===== config.mk =====
export PLATFORM = sky130hd
export DESIGN_NAME = atilt_back
export DESIGN_NICKNAME = d
export VERILOG_FILES = /design/src/design/atilt_pkg.sv /design/src/design/atilt_back.sv
export SDC_FILE = /design/constraint.sdc
export NUM_CORES = 1
export LEC_CHECK = 0
export BUFFER_PORTS_ARGS = -buffer_cell sky130_fd_sc_hd__buf_2
export CORE_AREA = 3 3 114 116
export DETAILED_ROUTE_END_ITERATION = 16
export DIE_AREA = 0 0 117 119
export PLACE_DENSITY_LB_ADDON = 0.05
export SLEW_MARGIN = 40
export SYNTH_ARGS = -nofsm -noshare
export SYNTH_HDL_FRONTEND = slang
export SYNTH_SLANG_ARGS = --single-unit

===== constraint.sdc =====
create_clock -name clk -period 8.5 [get_ports clk]
set_input_delay 0.85 -clock clk [delete_from_list [all_inputs] [get_ports clk]]
set_output_delay 0.85 -clock clk [all_outputs]
set_load 0.005 [all_outputs]

===== src/design/atilt_pkg.sv =====
`timescale 1ns / 1ps
`default_nettype none
// ----------------------------------------------------------------------------
// atilt_pkg: shared types and constants for the accelerometer tilt block
// Widths, CORDIC arctangent table, pipeline stage types, register indexes.
// ----------------------------------------------------------------------------
package atilt_pkg;

  localparam int CORDIC_STAGES = 16;
  localparam int TABLE_LEN     = 24;
  localparam int NUM_CELLS     = (CORDIC_STAGES < TABLE_LEN) ? CORDIC_STAGES : TABLE_LEN;
  localparam int STAGE_IDX_W   = $clog2(TABLE_LEN);
  localparam int NUM_LANES     = 3;

  localparam int BYTE_W        = 8;
  localparam int SAMPLE_W      = 16;
  localparam int DIFF_W        = SAMPLE_W + 1;
  localparam int GUARD_BITS    = 8;
  localparam int DATA_W        = 28;
  localparam int ANG_W         = 25;
  localparam int OUT_W         = 15;
  localparam int Q_W           = ANG_W + 1 - GUARD_BITS;

  localparam logic signed [ANG_W-1:0] HALF_TURN_Z = ANG_W'(180 * 16384);
  localparam logic signed [ANG_W-1:0] FULL_TURN_Z = ANG_W'(360 * 16384);
  localparam logic [Q_W-1:0]          FULL_TURN_Q = Q_W'(23040);
  localparam logic [ANG_W:0]          ROUND_HALF  = (ANG_W+1)'(1) << (GUARD_BITS - 1);

  localparam int CFG_IDX_W     = 2;

  typedef enum logic [CFG_IDX_W-1:0] {
    CFG_X_ZERO_OFFSET = 2'd0,
    CFG_Y_ZERO_OFFSET = 2'd1,
    CFG_Z_ZERO_OFFSET = 2'd2
  } cfg_idx_t;

  typedef struct packed {
    logic signed [DATA_W-1:0] u;
    logic signed [DATA_W-1:0] v;
    logic signed [ANG_W-1:0]  z;
    logic                     zero;
  } lane_t;

  typedef struct packed {
    logic                        valid;
    lane_t [NUM_LANES-1:0]       lane;
  } stage_t;

  typedef struct packed {
    logic [OUT_W-1:0] angle_about_x;
    logic [OUT_W-1:0] angle_about_y;
    logic [OUT_W-1:0] angle_about_z;
  } result_t;

  function automatic logic signed [ANG_W-1:0] atan_lookup(input logic [STAGE_IDX_W-1:0] idx);
    logic signed [ANG_W-1:0] t;
    case (idx)
      5'd0:    t = ANG_W'(737280);
      5'd1:    t = ANG_W'(435242);
      5'd2:    t = ANG_W'(229970);
      5'd3:    t = ANG_W'(116736);
      5'd4:    t = ANG_W'(58595);
      5'd5:    t = ANG_W'(29326);
      5'd6:    t = ANG_W'(14667);
      5'd7:    t = ANG_W'(7334);
      5'd8:    t = ANG_W'(3667);
      5'd9:    t = ANG_W'(1833);
      5'd10:   t = ANG_W'(917);
      5'd11:   t = ANG_W'(458);
      5'd12:   t = ANG_W'(229);
      5'd13:   t = ANG_W'(115);
      5'd14:   t = ANG_W'(57);
      5'd15:   t = ANG_W'(29);
      5'd16:   t = ANG_W'(14);
      5'd17:   t = ANG_W'(7);
      5'd18:   t = ANG_W'(4);
      5'd19:   t = ANG_W'(2);
      5'd20:   t = ANG_W'(1);
      default: t = '0;
    endcase
    return t;
  endfunction

endpackage
`default_nettype wire


===== src/design/atilt_back.sv =====
`timescale 1ns / 1ps
`default_nettype none
// ----------------------------------------------------------------------------
// atilt_back: angle wrap, rounding and output register
// Wraps the accumulator into one turn, rounds to 1/64 degree and holds the
// result beat until taken.
// ----------------------------------------------------------------------------
module atilt_back import atilt_pkg::*; (
  input  wire logic   clk,
  input  wire logic   rst_n,
  input  wire logic   en,
  input  wire stage_t stage_in,
  output      logic   out_valid,
  output      result_t result
);

  function automatic logic [OUT_W-1:0] finish(input lane_t l);
    logic signed [ANG_W-1:0] zz;
    logic [ANG_W:0]          sum;
    logic [Q_W-1:0]          q;
    zz  = l.z[ANG_W-1] ? (l.z + FULL_TURN_Z) : l.z;
    sum = {1'b0, zz} + ROUND_HALF;
    q   = sum[ANG_W:GUARD_BITS];
    if (q >= FULL_TURN_Q) begin
      q = q - FULL_TURN_Q;
    end
    if (l.zero) begin
      q = '0;
    end
    return q[OUT_W-1:0];
  endfunction

  logic    out_valid_r;
  result_t result_r, result_nxt;

  always_comb begin
    result_nxt.angle_about_x = finish(stage_in.lane[0]);
    result_nxt.angle_about_y = finish(stage_in.lane[1]);
    result_nxt.angle_about_z = finish(stage_in.lane[2]);
  end

  always_ff @(posedge clk) begin
    if (!rst_n) begin
      out_valid_r <= 1'b0;
    end else if (en) begin
      out_valid_r <= stage_in.valid;
    end
  end

  always_ff @(posedge clk) begin
    if (en) begin
      result_r <= result_nxt;
    end
  end

  assign out_valid = out_valid_r;
  assign result    = result_r;

endmodule
`default_nettype wire


==> run summary <==
DPL Wire Length - 8064 um
Final Non-Filler Cells - 681
Mux cell area share after synthesis - 0.04078
Routed Antenna Nets - 0
Maxcap violations - 0
Total GRT Usage - 0.1434
Layout Cell Area excl Fill - 0.004818 mm2
Port Buffers - 106
Worst-Margin Slew - 656.7 ps
Post-Synth XOR/XNOR Area - 0.1199
Largest net degree at the start of global routing - 47
Min Hold Slack - 519.7 ps
Critical Path End - result[10]$_SDFFCE_PP0P_
Most common library cells after synthesis - 45 x edfxtp_1, 44 x nor2_1, 29 x xnor2_1, 26 x xor2_1, 25 x nand3_1
CTS root buffer - clkbuf_16
Core area - 0.01201 mm2
First-pass DRT Iterations - 6
Mapped Area - 0.004019 mm2
CTS tree - yes
EDFF count, synth - 45
Synth Warn # - 0
Worst skew pair latency - 280 ps
Largest family of logic cells by synthesized area - simple AND/OR/NAND/NOR gates
Critical path arrival - 3510 ps
ANT cells - 0
Syn Area/Cell - 9.175 um2
Layout area overhead - 19.89%
GR Overflow Total - 0
CP max FO - 10
R2r startpoint - out_valid$_SDFFE_PN0P_
Fill cells - 1,211
Largest cells by area after synthesis - edfxtp_1 34%, xnor2_1 6.3%, xor2_1 5.7%, nor2_1 4.1%, nand3_1 3.1%
Post-synth cell types - 73
Worst-path clk slew - 60 ps
FF-to-FF End - out_valid$_SDFFE_PN0P_
Pwr dens - 143.9 mW/mm2
Remaining DRCs - 0
Hold buffers post-CTS - 0
Hold crit path type - flop to flop
Synth Instances - 438
Post-synthesis simple-gate area fraction - 0.2593
Gpl congestion - 0.8512
Crit start category - input pin
Routed WL - 9997 um
Post-synthesis async set-or-reset flop share - 0
1st-iter DRT viols - 150
Dominant synthesized flop cell - edfxtp_1
Dpl cell area - 0.004652 mm2
Share of layout cells above drive strength 1 - 0.2528
Register bit count reported by yosys - 46
Layout Nets - 792
Leading area contributor after synthesis - edfxtp_1
Final period util - 0.4090
Worst Setup SP - stage_in[182]
Syn nets - 697
Top cell type's share of synthesized area - 0.3362
Vias in the first global route - 3,341
Count of pins over their slew limit - 0
Antenna violations before repair - 2
Count leader, synth - edfxtp_1
FF-to-FF path depth - 2
Adder-cell area share of the yosys netlist - 0.02802
CP endpoint kind - flop
Fmax - 287.6 MHz
Die Y - 119 um
Detailed-route vias per instance - 5.307
Status - finished clean
Endpoints failing setup - 0
Kind of critical path - input pin to flop
Worst vdd ir - 68.77 uV
Fin crit period - 3477 ps
Setup_tns - 0 ps
H-tree depth - 2
Die width - 117 um
CTS max path bufs - 2
Seq/Total Area, Yosys - 0.3412
Rel. slew slack - 0.5603
Routed vias - 3,614
Inserted Clock Buffers - 5
Static leakage - 0.001881 uW
Post-Route Skew - 0 ps
Core Util, Final - 0.4011
Clock sinks - 46
Initial core utilization - 0.3346
Global-route wire length before repair - 16,490 um
Final hold viol count - 0
Unrepaired setup endpoints after global routing - false
Worst R2R Setup Slack - 7910 ps
Row Count - 40
Drt wl/cell - 14.68 um
Post-CTS setup buffers - 0
Num ports - 296
Cells after DPL - 673
Compound-Gate Fraction of Synth Area - 0.1787
# resized after CTS - 0
Critical Path RT - 8530 ps
Die footprint - 0.01392 mm2
[logic make-up after synthesis]
kind of cell	after synthesis
compound gates	94
fa+ha+maj	9
simple gates	189
mux	15
xor+xnor	55
buf+inv	30
flops	46
[placed cells by master, fill, tap and decap left out, types with 7 or more instances in the layout]
cell type | Yosys | routed
nor2b_1 | 10 | 10
nand3_1 | 25 | 25
nand2_1 | 24 | 24
mux2i_1 | 7 | 7
o21ai_0 | 16 | 16
o31ai_1 | 7 | 7
xor2_1 | 26 | 26
buf_2 | 4 | 105
nand4_1 | 14 | 14
xnor2_1 | 29 | 29
or3_1 | 9 | 9
and4_1 | 7 | 7
edfxtp_1 | 45 | 45
ha_1 | 9 | 9
mux2_2 | 7 | 7
and2_1 | 7 | 7
inv_1 | 11 | 11
nor2_1 | 44 | 44
a21oi_1 | 17 | 17
and3_1 | 12 | 12
[metal layers]
layer	vias up	global-route usage	wire (um)
li1	1843	-	-
met1	1663	0.2066	4837
met2	96	0.2183	4431
met3	8	0.03303	650
met4	4	0.03082	57
met5	-	0	21
[final cells by class]
| type | instances | area [um2] | area share |
|---|---|---|---|
| repair buffers | 106 | 533.0 | 0.1106 |
| multi-input cells | 362 | 2519 | 0.5227 |
| clock buffers | 6 | 128.9 | 0.02675 |
| inverters | 12 | 45.04 | 0.009348 |
| clock inverters | 2 | 37.54 | 0.007790 |
| flip-flops and latches | 46 | 1371 | 0.2846 |
| well taps | 147 | 183.9 | 0.03817 |
[flip-flops by register name (all words and copies together) (netlist names)]
register / count
out_valid: 1
result: 45
[critical path, stage by stage]
cell and delay, ps:
buf_2 160, ha_1 280, or3b_2 450, o32ai_1 390, nand2_1 110, xor2_1 340, o21ai_0 240, a21oi_1 310
mux2_2 370
[power by group]
part / internal (uW) / switching, uW
clock: 139 / 81.0
combinational: 81.7 / 110
sequential: 276 / 5.50
[worst min-delay path by stage]
stage                     slack (ps)  depth (start not counted)                endpoint                   start
final                            520                          2  out_valid$_SDFFE_PN0P_  out_valid$_SDFFE_PN0P_
after global routing             560                          2  out_valid$_SDFFE_PN0P_  out_valid$_SDFFE_PN0P_
after CTS                        530                          2  out_valid$_SDFFE_PN0P_  out_valid$_SDFFE_PN0P_
after detailed placement         510                          2  out_valid$_SDFFE_PN0P_  out_valid$_SDFFE_PN0P_
after global placement           490                          2  out_valid$_SDFFE_PN0P_  out_valid$_SDFFE_PN0P_
after floorplan                  510                          2  out_valid$_SDFFE_PN0P_  out_valid$_SDFFE_PN0P_
[stage by stage]
stage	total power, uW	setup slack (ps)
3_5_place_dp	480.0	4731
3_3_place_gp	478.4	4730
5_1_grt	738.1	4898
6_report	693.5	5023
4_1_cts	702.5	5031
2_1_floorplan	406.6	5128
No activity file was read; power rests on OpenSTA's default activity.
