File: src/design/atilt_pkg.sv
`timescale 1ns / 1ps
`default_nettype none
// ----------------------------------------------------------------------------
// atilt_pkg: shared types and constants for the accelerometer tilt block
// Widths, CORDIC arctangent table, pipeline stage types, register indexes.
// ----------------------------------------------------------------------------
package atilt_pkg;

  localparam int CORDIC_STAGES = 16;
  localparam int TABLE_LEN     = 24;
  localparam int NUM_CELLS     = (CORDIC_STAGES < TABLE_LEN) ? CORDIC_STAGES : TABLE_LEN;
  localparam int STAGE_IDX_W   = $clog2(TABLE_LEN);
  localparam int NUM_LANES     = 3;

  localparam int BYTE_W        = 8;
  localparam int SAMPLE_W      = 16;
  localparam int DIFF_W        = SAMPLE_W + 1;
  localparam int GUARD_BITS    = 8;
  localparam int DATA_W        = 28;
  localparam int ANG_W         = 25;
  localparam int OUT_W         = 15;
  localparam int Q_W           = ANG_W + 1 - GUARD_BITS;

  localparam logic signed [ANG_W-1:0] HALF_TURN_Z = ANG_W'(180 * 16384);
  localparam logic signed [ANG_W-1:0] FULL_TURN_Z = ANG_W'(360 * 16384);
  localparam logic [Q_W-1:0]          FULL_TURN_Q = Q_W'(23040);
  localparam logic [ANG_W:0]          ROUND_HALF  = (ANG_W+1)'(1) << (GUARD_BITS - 1);

  localparam int CFG_IDX_W     = 2;

  typedef enum logic [CFG_IDX_W-1:0] {
    CFG_X_ZERO_OFFSET = 2'd0,
    CFG_Y_ZERO_OFFSET = 2'd1,
    CFG_Z_ZERO_OFFSET = 2'd2
  } cfg_idx_t;

  typedef struct packed {
    logic signed [DATA_W-1:0] u;
    logic signed [DATA_W-1:0] v;
    logic signed [ANG_W-1:0]  z;
    logic                     zero;
  } lane_t;

  typedef struct packed {
    logic                        valid;
    lane_t [NUM_LANES-1:0]       lane;
  } stage_t;

  typedef struct packed {
    logic [OUT_W-1:0] angle_about_x;
    logic [OUT_W-1:0] angle_about_y;
    logic [OUT_W-1:0] angle_about_z;
  } result_t;

  function automatic logic signed [ANG_W-1:0] atan_lookup(input logic [STAGE_IDX_W-1:0] idx);
    logic signed [ANG_W-1:0] t;
    case (idx)
      5'd0:    t = ANG_W'(737280);
      5'd1:    t = ANG_W'(435242);
      5'd2:    t = ANG_W'(229970);
      5'd3:    t = ANG_W'(116736);
      5'd4:    t = ANG_W'(58595);
      5'd5:    t = ANG_W'(29326);
      5'd6:    t = ANG_W'(14667);
      5'd7:    t = ANG_W'(7334);
      5'd8:    t = ANG_W'(3667);
      5'd9:    t = ANG_W'(1833);
      5'd10:   t = ANG_W'(917);
      5'd11:   t = ANG_W'(458);
      5'd12:   t = ANG_W'(229);
      5'd13:   t = ANG_W'(115);
      5'd14:   t = ANG_W'(57);
      5'd15:   t = ANG_W'(29);
      5'd16:   t = ANG_W'(14);
      5'd17:   t = ANG_W'(7);
      5'd18:   t = ANG_W'(4);
      5'd19:   t = ANG_W'(2);
      5'd20:   t = ANG_W'(1);
      default: t = '0;
    endcase
    return t;
  endfunction

endpackage
`default_nettype wire

File: src/design/atilt_front.sv
`timescale 1ns / 1ps
`default_nettype none
// ----------------------------------------------------------------------------
// atilt_front: sample assembly and CORDIC pre-rotation
// Builds signed samples, removes offsets, scales and folds each vector
// into the right half plane.
// ----------------------------------------------------------------------------
module atilt_front import atilt_pkg::*; (
  input  wire logic                       clk,
  input  wire logic                       rst_n,
  input  wire logic                       en,
  input  wire logic                       in_valid,
  input  wire logic [BYTE_W-1:0]          x_low_byte,
  input  wire logic [BYTE_W-1:0]          x_high_byte,
  input  wire logic [BYTE_W-1:0]          y_low_byte,
  input  wire logic [BYTE_W-1:0]          y_high_byte,
  input  wire logic [BYTE_W-1:0]          z_low_byte,
  input  wire logic [BYTE_W-1:0]          z_high_byte,
  input  wire logic signed [SAMPLE_W-1:0] x_offset,
  input  wire logic signed [SAMPLE_W-1:0] y_offset,
  input  wire logic signed [SAMPLE_W-1:0] z_offset,
  output      stage_t                     stage_out
);

  function automatic lane_t preset(input logic signed [DIFF_W-1:0] a,
                                   input logic signed [DIFF_W-1:0] b);
    lane_t l;
    logic signed [DATA_W-1:0] as;
    logic signed [DATA_W-1:0] bs;
    as = DATA_W'(a) <<< GUARD_BITS;
    bs = DATA_W'(b) <<< GUARD_BITS;
    l.zero = (a == '0) && (b == '0);
    if (b[DIFF_W-1]) begin
      l.u = -bs;
      l.v = -as;
      l.z = HALF_TURN_Z;
    end else begin
      l.u = bs;
      l.v = as;
      l.z = '0;
    end
    return l;
  endfunction

  logic signed [DIFF_W-1:0] dx, dy, dz;
  stage_t stage_r, stage_nxt;

  always_comb begin
    dx = DIFF_W'($signed({x_high_byte, x_low_byte})) - DIFF_W'(x_offset);
    dy = DIFF_W'($signed({y_high_byte, y_low_byte})) - DIFF_W'(y_offset);
    dz = DIFF_W'($signed({z_high_byte, z_low_byte})) - DIFF_W'(z_offset);
    stage_nxt.valid   = in_valid;
    stage_nxt.lane[0] = preset(dy, dz);
    stage_nxt.lane[1] = preset(dx, dz);
    stage_nxt.lane[2] = preset(dy, dx);
  end

  always_ff @(posedge clk) begin
    if (!rst_n) begin
      stage_r.valid <= 1'b0;
    end else if (en) begin
      stage_r <= stage_nxt;
    end
  end

  assign stage_out = stage_r;

endmodule
`default_nettype wire

File: config.mk
export PLATFORM = sky130hd
export DESIGN_NAME = atilt_front
export DESIGN_NICKNAME = d
export VERILOG_FILES = /design/src/design/atilt_pkg.sv /design/src/design/atilt_front.sv
export SDC_FILE = /design/constraint.sdc
export NUM_CORES = 1
export LEC_CHECK = 0
export CAP_MARGIN = 20
export CORE_ASPECT_RATIO = 0.5
export CORE_MARGIN = 3
export CORE_UTILIZATION = 45
export CTS_BUF_LIST = sky130_fd_sc_hd__clkbuf_16
export DETAILED_ROUTE_END_ITERATION = 10
export DONT_BUFFER_PORTS = 1
export GPL_TIMING_DRIVEN = 0
export HOLD_SLACK_MARGIN = 0.05
export SYNTH_ARGS = -nofsm -noshare
export SYNTH_HDL_FRONTEND = slang
export SYNTH_SLANG_ARGS = --single-unit
File: constraint.sdc
create_clock -name clk -period 4.2 [get_ports clk]
set_clock_uncertainty 0.2 [all_clocks]
set_input_delay 0.63 -clock clk [delete_from_list [all_inputs] [get_ports clk]]
set_output_delay 0.63 -clock clk [all_outputs]
set_load 0.02 [all_outputs]
==> flow_summary.toml <==
[logic_synthesis]
syn-cell-area_sq_mm = 0.00864
synth_area_per_cell_sq_um = 9.44
synth_top_area_cell = "edfxtp_1"
synth_seq_cells = 104
synth_edf_count = 103
synth-warning-count = 0
async_flop_share_pct = 0
ys_top_cells_by_area = "edfxtp_1, buf_4, ha_1, xnor2_1, xor2_1"
yosysTopAreaCellShare_pct = 35.8
seq_area_frac_synth_pct = 36.0
ys_dominant_reg_cell = "edfxtp_1"
synthCells = 916
synth_cell_types = 79

[routing]
wirelength_microns = 21300
via_per_inst = 4.96
drc = 0
ant_nets = 0
drtPass1Iterations = 5
via_count = 6491
drt_iter0_drc = 275
wl_per_cell_microns = 16.3

[setup_path]
cp_max_fo = 4
crit_path_end_kind = "flop"
worstPathArrival_ps = 3810
path_buf_inv = 1
cp_slowest_stage_delay_ps = 420
critPathSlowestCell = "fa_1"
critPathLaunchType = "primary input"
worstSetupPathType = "primary input to flop"
crit_chain = "inv_1, ha_1, fa_1, nor2b_1, o21ai_0, xnor2_1, nand4_1, nor3_2, nand4b_1, nor4_1, ha_1, nand2_1, nand2_1"
cp.required_ps = 4090
cp_top_family = "simple AND/OR/NAND/NOR gates"

[power_and_ir_drop]
p_sw_mw = 1.38
ir_drop_v = 0.000192
cellInternalPower_mw = 2.34
p_seq_share_pct = 43.4
power_frac_clock_pct = 22.6
p_leak_nw = 4.41
fin_total_pwr_mw = 3.72
swShare_pct = 37.1
pwr-share-comb_pct = 33.9
p_per_area_mw_per_mm2 = 382

[run]
max-cap-violations = 0

[clocking]
numCtsBuffers = 9
root_buffer = "clkbuf_16"
postCtsSetupRepairBufs = 0
clk_pin_slew_ps = 70
cts_htree_levels = 3
clockBufferDepth = 2
tritoncts = "built"
insertion_delay_ps = 330
clock_sinks = 104

[cells_and_area]
largest_reg_flops = 104
fill_cells = 1742
layout_commonest_cell = "buf_4"
multi_input_area_sq_mm = 0.00455
stdcell_area_sq_mm = 0.00974
layout_common_cells = "buf_4, conb_1, edfxtp_1"
finalNonFillerCells = 1308
nets = 1200
antenna_cells = 0
regArea_sq_mm = 0.00311
area_delta_synth_final_pct = 12.7
drive_above_1_share_pct = 18.9

[global_routing]
grt_max_degree = 60
grt_pass1_vias = 6373
grt_usage_pct = 19.4
antenna_found_initial = 0
grt-ovfl-total = 0
grt_pass1_wl_microns = 32800

[sta]
slew_headroom_pct = 39.9
worstMarginPinSlew_ps = 887
rsz0062_at_grt = "false"
clock.fmax_ghz = 0.255
hold_violations = 0
setup_viol = 0
final.period_utilization_pct = 93.3
timing.final.ws_setup_ps = 281
slew_viol_final = 0
hold_slack_ps = 225
period_minus_slack_ps = 3920

[die]
placementRows = 35
start_util_pct = 46.4
core_area_sq_mm = 0.0186
dieArea_sq_mm = 0.0210
ios = 347
fp.dieH_microns = 104
die_width_microns = 202

[run_status]
outcome = "completed"

[min_path]
hold_path_class = "primary input to flop"

[place]
dp_hpwl_microns = 17200
place_area_sq_mm = 0.00943
gp_congestion = 0.886
post-place-cells = 1292
place_ws_ps = -428
port_buffers = 0
==> synthesized netlist by cell type, types with 4 or more instances <==
cell type  count
a21oi_1       41
or3_1          6
and3_1        14
buf_4        144
o21ai_0       34
o211ai_1      11
nand4_1        5
a21o_1        18
or2_2         12
o31ai_1        5
ha_1          53
nor4_1         4
a211oi_1       7
edfxtp_1     103
nor2b_1       14
o21a_1         5
nor3_1        16
a31oi_1       13
nand2_1       53
clkbuf_1      13
xor2_1        38
inv_1         67
nand3_1       11
and2_1         8
xnor2_1       65
nor2_1        70
nand2b_1       5
==> timing repair <==
action / 4_1_cts / 5_1_grt
endpoints found under the hold margin: 0 / 0
gates resized for setup: 1 / 2
hold buffers: 0 / 0
pin swaps: 0 / 0
setup endpoints to repair: 8 / 7
==> power by group through the flow <==
stage               logic (mW)  clock network (mW)  registers, mW
detailed placement        1.25                   0           1.64
global route              1.40               0.898           1.62
global placement          1.22                   0           1.65
floorplan                 1.04                   0           1.59
finish                    1.26               0.841           1.61
CTS                       1.25               0.857           1.62
==> area by class of cell <==
cell class	count	share of cell area (%)
clock inverters	7	0.720
multi-input cells	698	46.7
well taps	259	3.33
inverters	68	2.62
repair buffers	1	0.283
plain buffers	162	12.0
flip-flops and latches	104	32.0
clock buffers	9	2.31
==> kinds of logic after synthesis <==
group | count (synthesis) | synth area share (%)
xor+xnor | 103 | 10.4
buf+inv | 230 | 16.5
flops | 104 | 36.0
mux | 3 | 0.362
simple gates | 248 | 15.0
fa+ha+maj | 56 | 8.37
compound gates | 171 | 13.3
other cells | 1 | 0.0434
==> metal layers <==
metal	GRT usage, %	up-vias	share of wire (%)
li1	-	3213	-
met1	23.2	3012	41
met2	36.2	246	51
met3	3.94	20	6.9
met4	3.98	0	1.0
met5	0	-	0
==> stage by stage <==
step                TNS, ps  utilization (%)
floorplan                 0                -
global placement     -54090             50.5
detailed placement    -8660             50.7
CTS                       0             52.3
global route              0             52.3
finish                    0             52.3
==> path summary, 6_finish.rpt <==
kind,startpoint,to,slack [ps],depth (start not counted)
worst max-delay path,y_low_byte[0],stage_out[50],280,13
worst min-delay path,rst_n,stage_out[246],230,1
worst max register to register,stage_out[246],stage_out[246],3270,2
worst min register to register,stage_out[246],stage_out[246],440,2
(Power assumes the default switching activity.)
