<file path="src/design/atilt_pkg.sv">
`timescale 1ns / 1ps
`default_nettype none
// ----------------------------------------------------------------------------
// atilt_pkg: shared types and constants for the accelerometer tilt block
// Widths, CORDIC arctangent table, pipeline stage types, register indexes.
// ----------------------------------------------------------------------------
package atilt_pkg;

  localparam int CORDIC_STAGES = 16;
  localparam int TABLE_LEN     = 24;
  localparam int NUM_CELLS     = (CORDIC_STAGES < TABLE_LEN) ? CORDIC_STAGES : TABLE_LEN;
  localparam int STAGE_IDX_W   = $clog2(TABLE_LEN);
  localparam int NUM_LANES     = 3;

  localparam int BYTE_W        = 8;
  localparam int SAMPLE_W      = 16;
  localparam int DIFF_W        = SAMPLE_W + 1;
  localparam int GUARD_BITS    = 8;
  localparam int DATA_W        = 28;
  localparam int ANG_W         = 25;
  localparam int OUT_W         = 15;
  localparam int Q_W           = ANG_W + 1 - GUARD_BITS;

  localparam logic signed [ANG_W-1:0] HALF_TURN_Z = ANG_W'(180 * 16384);
  localparam logic signed [ANG_W-1:0] FULL_TURN_Z = ANG_W'(360 * 16384);
  localparam logic [Q_W-1:0]          FULL_TURN_Q = Q_W'(23040);
  localparam logic [ANG_W:0]          ROUND_HALF  = (ANG_W+1)'(1) << (GUARD_BITS - 1);

  localparam int CFG_IDX_W     = 2;

  typedef enum logic [CFG_IDX_W-1:0] {
    CFG_X_ZERO_OFFSET = 2'd0,
    CFG_Y_ZERO_OFFSET = 2'd1,
    CFG_Z_ZERO_OFFSET = 2'd2
  } cfg_idx_t;

  typedef struct packed {
    logic signed [DATA_W-1:0] u;
    logic signed [DATA_W-1:0] v;
    logic signed [ANG_W-1:0]  z;
    logic                     zero;
  } lane_t;

  typedef struct packed {
    logic                        valid;
    lane_t [NUM_LANES-1:0]       lane;
  } stage_t;

  typedef struct packed {
    logic [OUT_W-1:0] angle_about_x;
    logic [OUT_W-1:0] angle_about_y;
    logic [OUT_W-1:0] angle_about_z;
  } result_t;

  function automatic logic signed [ANG_W-1:0] atan_lookup(input logic [STAGE_IDX_W-1:0] idx);
    logic signed [ANG_W-1:0] t;
    case (idx)
      5'd0:    t = ANG_W'(737280);
      5'd1:    t = ANG_W'(435242);
      5'd2:    t = ANG_W'(229970);
      5'd3:    t = ANG_W'(116736);
      5'd4:    t = ANG_W'(58595);
      5'd5:    t = ANG_W'(29326);
      5'd6:    t = ANG_W'(14667);
      5'd7:    t = ANG_W'(7334);
      5'd8:    t = ANG_W'(3667);
      5'd9:    t = ANG_W'(1833);
      5'd10:   t = ANG_W'(917);
      5'd11:   t = ANG_W'(458);
      5'd12:   t = ANG_W'(229);
      5'd13:   t = ANG_W'(115);
      5'd14:   t = ANG_W'(57);
      5'd15:   t = ANG_W'(29);
      5'd16:   t = ANG_W'(14);
      5'd17:   t = ANG_W'(7);
      5'd18:   t = ANG_W'(4);
      5'd19:   t = ANG_W'(2);
      5'd20:   t = ANG_W'(1);
      default: t = '0;
    endcase
    return t;
  endfunction

endpackage
`default_nettype wire

</file>
<file path="src/design/atilt_cell.sv">
`timescale 1ns / 1ps
`default_nettype none
// ----------------------------------------------------------------------------
// atilt_cell: one CORDIC vectoring micro-rotation for all three lanes
// Rotates toward the x axis by atan(2^-i) and passes the beat on.
// ----------------------------------------------------------------------------
module atilt_cell import atilt_pkg::*; (
  input  wire logic                   clk,
  input  wire logic                   rst_n,
  input  wire logic                   en,
  input  wire logic [STAGE_IDX_W-1:0] stage_idx,
  input  wire stage_t                 stage_in,
  output      stage_t                 stage_out
);

  stage_t stage_r, stage_nxt;
  logic signed [ANG_W-1:0] step_ang;

  always_comb begin
    step_ang        = atan_lookup(stage_idx);
    stage_nxt.valid = stage_in.valid;
    for (int l = 0; l < NUM_LANES; l++) begin
      stage_nxt.lane[l].zero = stage_in.lane[l].zero;
      if (!stage_in.lane[l].v[DATA_W-1]) begin
        stage_nxt.lane[l].u = stage_in.lane[l].u + (stage_in.lane[l].v >>> stage_idx);
        stage_nxt.lane[l].v = stage_in.lane[l].v - (stage_in.lane[l].u >>> stage_idx);
        stage_nxt.lane[l].z = stage_in.lane[l].z + step_ang;
      end else begin
        stage_nxt.lane[l].u = stage_in.lane[l].u - (stage_in.lane[l].v >>> stage_idx);
        stage_nxt.lane[l].v = stage_in.lane[l].v + (stage_in.lane[l].u >>> stage_idx);
        stage_nxt.lane[l].z = stage_in.lane[l].z - step_ang;
      end
    end
  end

  always_ff @(posedge clk) begin
    if (!rst_n) begin
      stage_r.valid <= 1'b0;
    end else if (en) begin
      stage_r <= stage_nxt;
    end
  end

  assign stage_out = stage_r;

endmodule
`default_nettype wire

</file>
<file path="config.mk">
export PLATFORM = sky130hd
export DESIGN_NAME = atilt_cell
export DESIGN_NICKNAME = d
export VERILOG_FILES = /design/src/design/atilt_pkg.sv /design/src/design/atilt_cell.sv
export SDC_FILE = /design/constraint.sdc
export NUM_CORES = 1
export LEC_CHECK = 0
export BUFFER_PORTS_ARGS = -buffer_cell sky130_fd_sc_hd__buf_2
export CORE_MARGIN = 2
export CORE_UTILIZATION = 60
export CTS_BUF_LIST = sky130_fd_sc_hd__clkbuf_16
export DETAILED_ROUTE_END_ITERATION = 12
export MAX_ROUTING_LAYER = met4
export PLACE_DENSITY = 0.83
export SYNTH_ARGS = -nofsm -noshare
export SYNTH_HDL_FRONTEND = slang
export SYNTH_SLANG_ARGS = --single-unit
export TNS_END_PERCENT = 50
</file>
<file path="constraint.sdc">
create_clock -name clk -period 8.2 [get_ports clk]
set_clock_uncertainty 0.05 [all_clocks]
set_input_delay 0.82 -clock clk [delete_from_list [all_inputs] [get_ports clk]]
set_output_delay 0.82 -clock clk [all_outputs]
set_load 0.02 [all_outputs]
</file>
==> results.json <==
{
  "power_density_nw_per_um2": 170,
  "reg2reg_depth": 2,
  "htree_levels": 1,
  "ctsResizeCount": 0,
  "setup_viol": 0,
  "vias_per_cell": 7.01,
  "p_int_uw": 3870,
  "cp.arrival_ns": 7.13,
  "drtIter0Drc": 4366,
  "combPwrFrac": 0.550,
  "cts_hold_buf": 0,
  "leakage_uw": 0.0162,
  "fp.dieW_um": 247,
  "fin_crit_sh": 0.835,
  "synth_cells": 3889,
  "initial_core_util": 0.605,
  "detail-route-antenna-nets": 0,
  "period_minus_slack_ns": 6.84,
  "antenna_found_initial": 9,
  "vias": 35597,
  "hpwl_um": 97700,
  "synthArstFlopShare": 0,
  "nFillCells": 4803,
  "vdd_drop_max_mv": 0.277,
  "grt.total_usage": 0.411,
  "netSwitchingFraction": 0.421,
  "reg2reg_slack_ns": 7.55,
  "clk_latency_ns": 0.58,
  "slew_viol_final": 0,
  "r2r_start": "stage_out[246]",
  "rsz0062_at_grt": "no",
  "layout_commonest_cell": "buf_2",
  "grt_overflow": 0,
  "synth-main-ff-cell": "edfxtp_1",
  "hold_ws_ns": 0.367,
  "worst_ep_required_time_ns": 8.49,
  "holdPathStages": 1,
  "path_buf_inv": 3,
  "largest_reg_flops": 247,
  "postRouteWirelength_um": 128000,
  "synth-seq-cells": 247,
  "rr_endpoint": "stage_out[246]",
  "worst_slew_margin_rel": 0.318,
  "path_delay_family": "compound AO/OA/AOI/OAI gates",
  "grt_max_degree": 143,
  "area_growth_pct": 10.7,
  "hold_violations": 0,
  "place.gp.congestion": 1.09,
  "min_to": "stage_out[164]",
  "ys_seq_area_frac": 0.208,
  "min_from": "stage_in[164]",
  "path_cells": "buf_8 > buf_12 > buf_4 > mux2i_1 > mux2_2 > a2111oi_0 > a311oi_1 > nand3b_1 > nor3_1 > a31oi_1 > xnor2_1 > ha_1 > o21a_1 > nor2_1 > a21oi_1 > a221oi_1 > a21oi_1 > or3_1 > a31o_2 > a31oi_1 > xnor2_1",
  "synth_edf_count": 246,
  "hp-class": "in -> reg",
  "clk_pin_slew_ns": 0.06,
  "tightest_slew_ns": 1.02,
  "synth_area_per_cell_um2": 9.14,
  "drive_gt1_frac": 0.228,
  "maxCapViolations": 0,
  "clock.fmax_mhz": 146,
  "synth_area_um2": 35600,
  "critPathLaunchType": "input port",
  "die-area_um2": 61200,
  "clockPowerShare": 0.185,
  "seqPwrFrac": 0.265,
  "clk_path_buf_depth": 3,
  "worstSetupPathType": "in -> reg",
  "wire_per_inst_um": 25.1,
  "post-route-drc-count": 0,
  "num_rows": 89,
  "run_status": "complete, no violations",
  "core_um2": 58800,
  "cts-root-buf": "clkbuf_16",
  "synth_nets": 4413,
  "path_max_fanout": 81,
  "cts_sinks": 247,
  "yosysWarnings": 0,
  "layout_common_cells": "buf_2 (495), nor2_1 (354), a21oi_1 (291)",
  "final.setup.tns_ns": 0,
  "synth.distinct_cells": 122,
  "critPathMaxStageDelay_ns": 0.62,
  "endpoint_kind": "flip-flop",
  "grt_pass1_vias": 32994,
  "crit_slowest_cell": "a311oi_1",
  "switching_power_uw": 2820,
  "numCtsBuffers": 28,
  "dr.pass1.iters": 7,
  "nNetsFinal": 4798,
  "postCtsSetupRepairBufs": 0,
  "tritoncts": "done",
  "io_buffers": 501,
  "ios": 502,
  "die_h_um": 247,
  "grt_pass1_wl_um": 190000
}
stage by stage:
| stage | setup WS [ns] | power [uW] | utilization | instance area, um2 | std cells |
|---|---|---|---|---|---|
| after floorplan | 1.13 | 4390 | - | 35600 | 3889 |
| after global placement | 1.01 | 5280 | 0.654 | 38400 | 5017 |
| after detailed placement | 0.890 | 5340 | 0.654 | 38400 | 5017 |
| after CTS | 1.49 | 6620 | 0.669 | 39300 | 5068 |
| after global routing | 0.943 | 7030 | 0.670 | 39400 | 5077 |
| final | 1.36 | 6690 | 0.670 | 39400 | 5078 |
layout make-up:
type                    count  area, um2  area share
clock buffers              28        701      0.0178
flip-flops and latches    247       7410       0.188
clock inverters            23        205     0.00521
repair buffers            570       3110      0.0791
inverters                 116        438      0.0111
well taps                 773        967      0.0246
diodes                     10       25.0    0.000636
multi-input cells        3311      26500       0.673
power by group through the flow:
stage | clock, uW | combinational (uW) | sequential, uW
4_1_cts | 1260 | 3580 | 1770
5_1_grt | 1310 | 3940 | 1780
3_5_place_dp | 0 | 3550 | 1790
6_report | 1240 | 3680 | 1770
2_1_floorplan | 0 | 2340 | 2050
3_3_place_gp | 0 | 3490 | 1790
routing by layer:
| metal | vias up | GRT usage | share of wire |
|---|---|---|---|
| li1 | 15803 | - | - |
| met1 | 16654 | 0.523 | 0.38 |
| met2 | 2591 | 0.612 | 0.44 |
| met3 | 549 | 0.0914 | 0.12 |
| met4 | 0 | 0.215 | 0.061 |
| met5 | - | - | 0 |
worst max path at each step:
| stage | start | end | cells after the start |
|---|---|---|---|
| global placement | stage_idx[0] | stage_out[244] | 19 |
| detailed placement | stage_idx[0] | stage_out[244] | 19 |
| global route | stage_idx[0] | stage_out[135] | 21 |
| CTS | stage_idx[0] | stage_out[135] | 21 |
| finish | stage_idx[0] | stage_out[135] | 21 |
| floorplan | en | stage_out[0] | 1 |
synthesized netlist by cell type, drive strengths merged (40+ instances only):
cell type,count,area (um2)
ha,260,3250
clkbuf,92,347
nor2,357,1340
mux2,81,920
mux2i,168,1690
a21oi,294,1480
xor2,105,920
o21ai,191,956
inv,113,424
and2,48,300
nor3,83,432
nand2,268,1010
edfxtp,246,7390
a31oi,66,413
a211oi,53,408
nand2b,48,300
nor2b,40,250
mux4,187,4220
o21bai,40,300
o22ai,56,357
o211ai,45,338
xnor2,220,1930
a21o,75,563
buf,123,877
o21a,68,510
nand3,78,415
cell families (layout without fill, tap and decap cells):
group,Yosys count,in the layout,synth area share
mux,436,436,0.192
compound gates,1172,1172,0.221
other cells,0,10,0
flops,247,247,0.208
fa+ha+maj,269,269,0.0965
buf+inv,331,737,0.0467
simple gates,1108,1108,0.154
xor+xnor,326,326,0.0807
worst register-to-register path, stage by stage, from the launching register on:
cell	delay, ns
dfxtp_1	0.31
mux2i_1	0.13
nor2b_1	0.06
(Power assumes the default switching activity.)
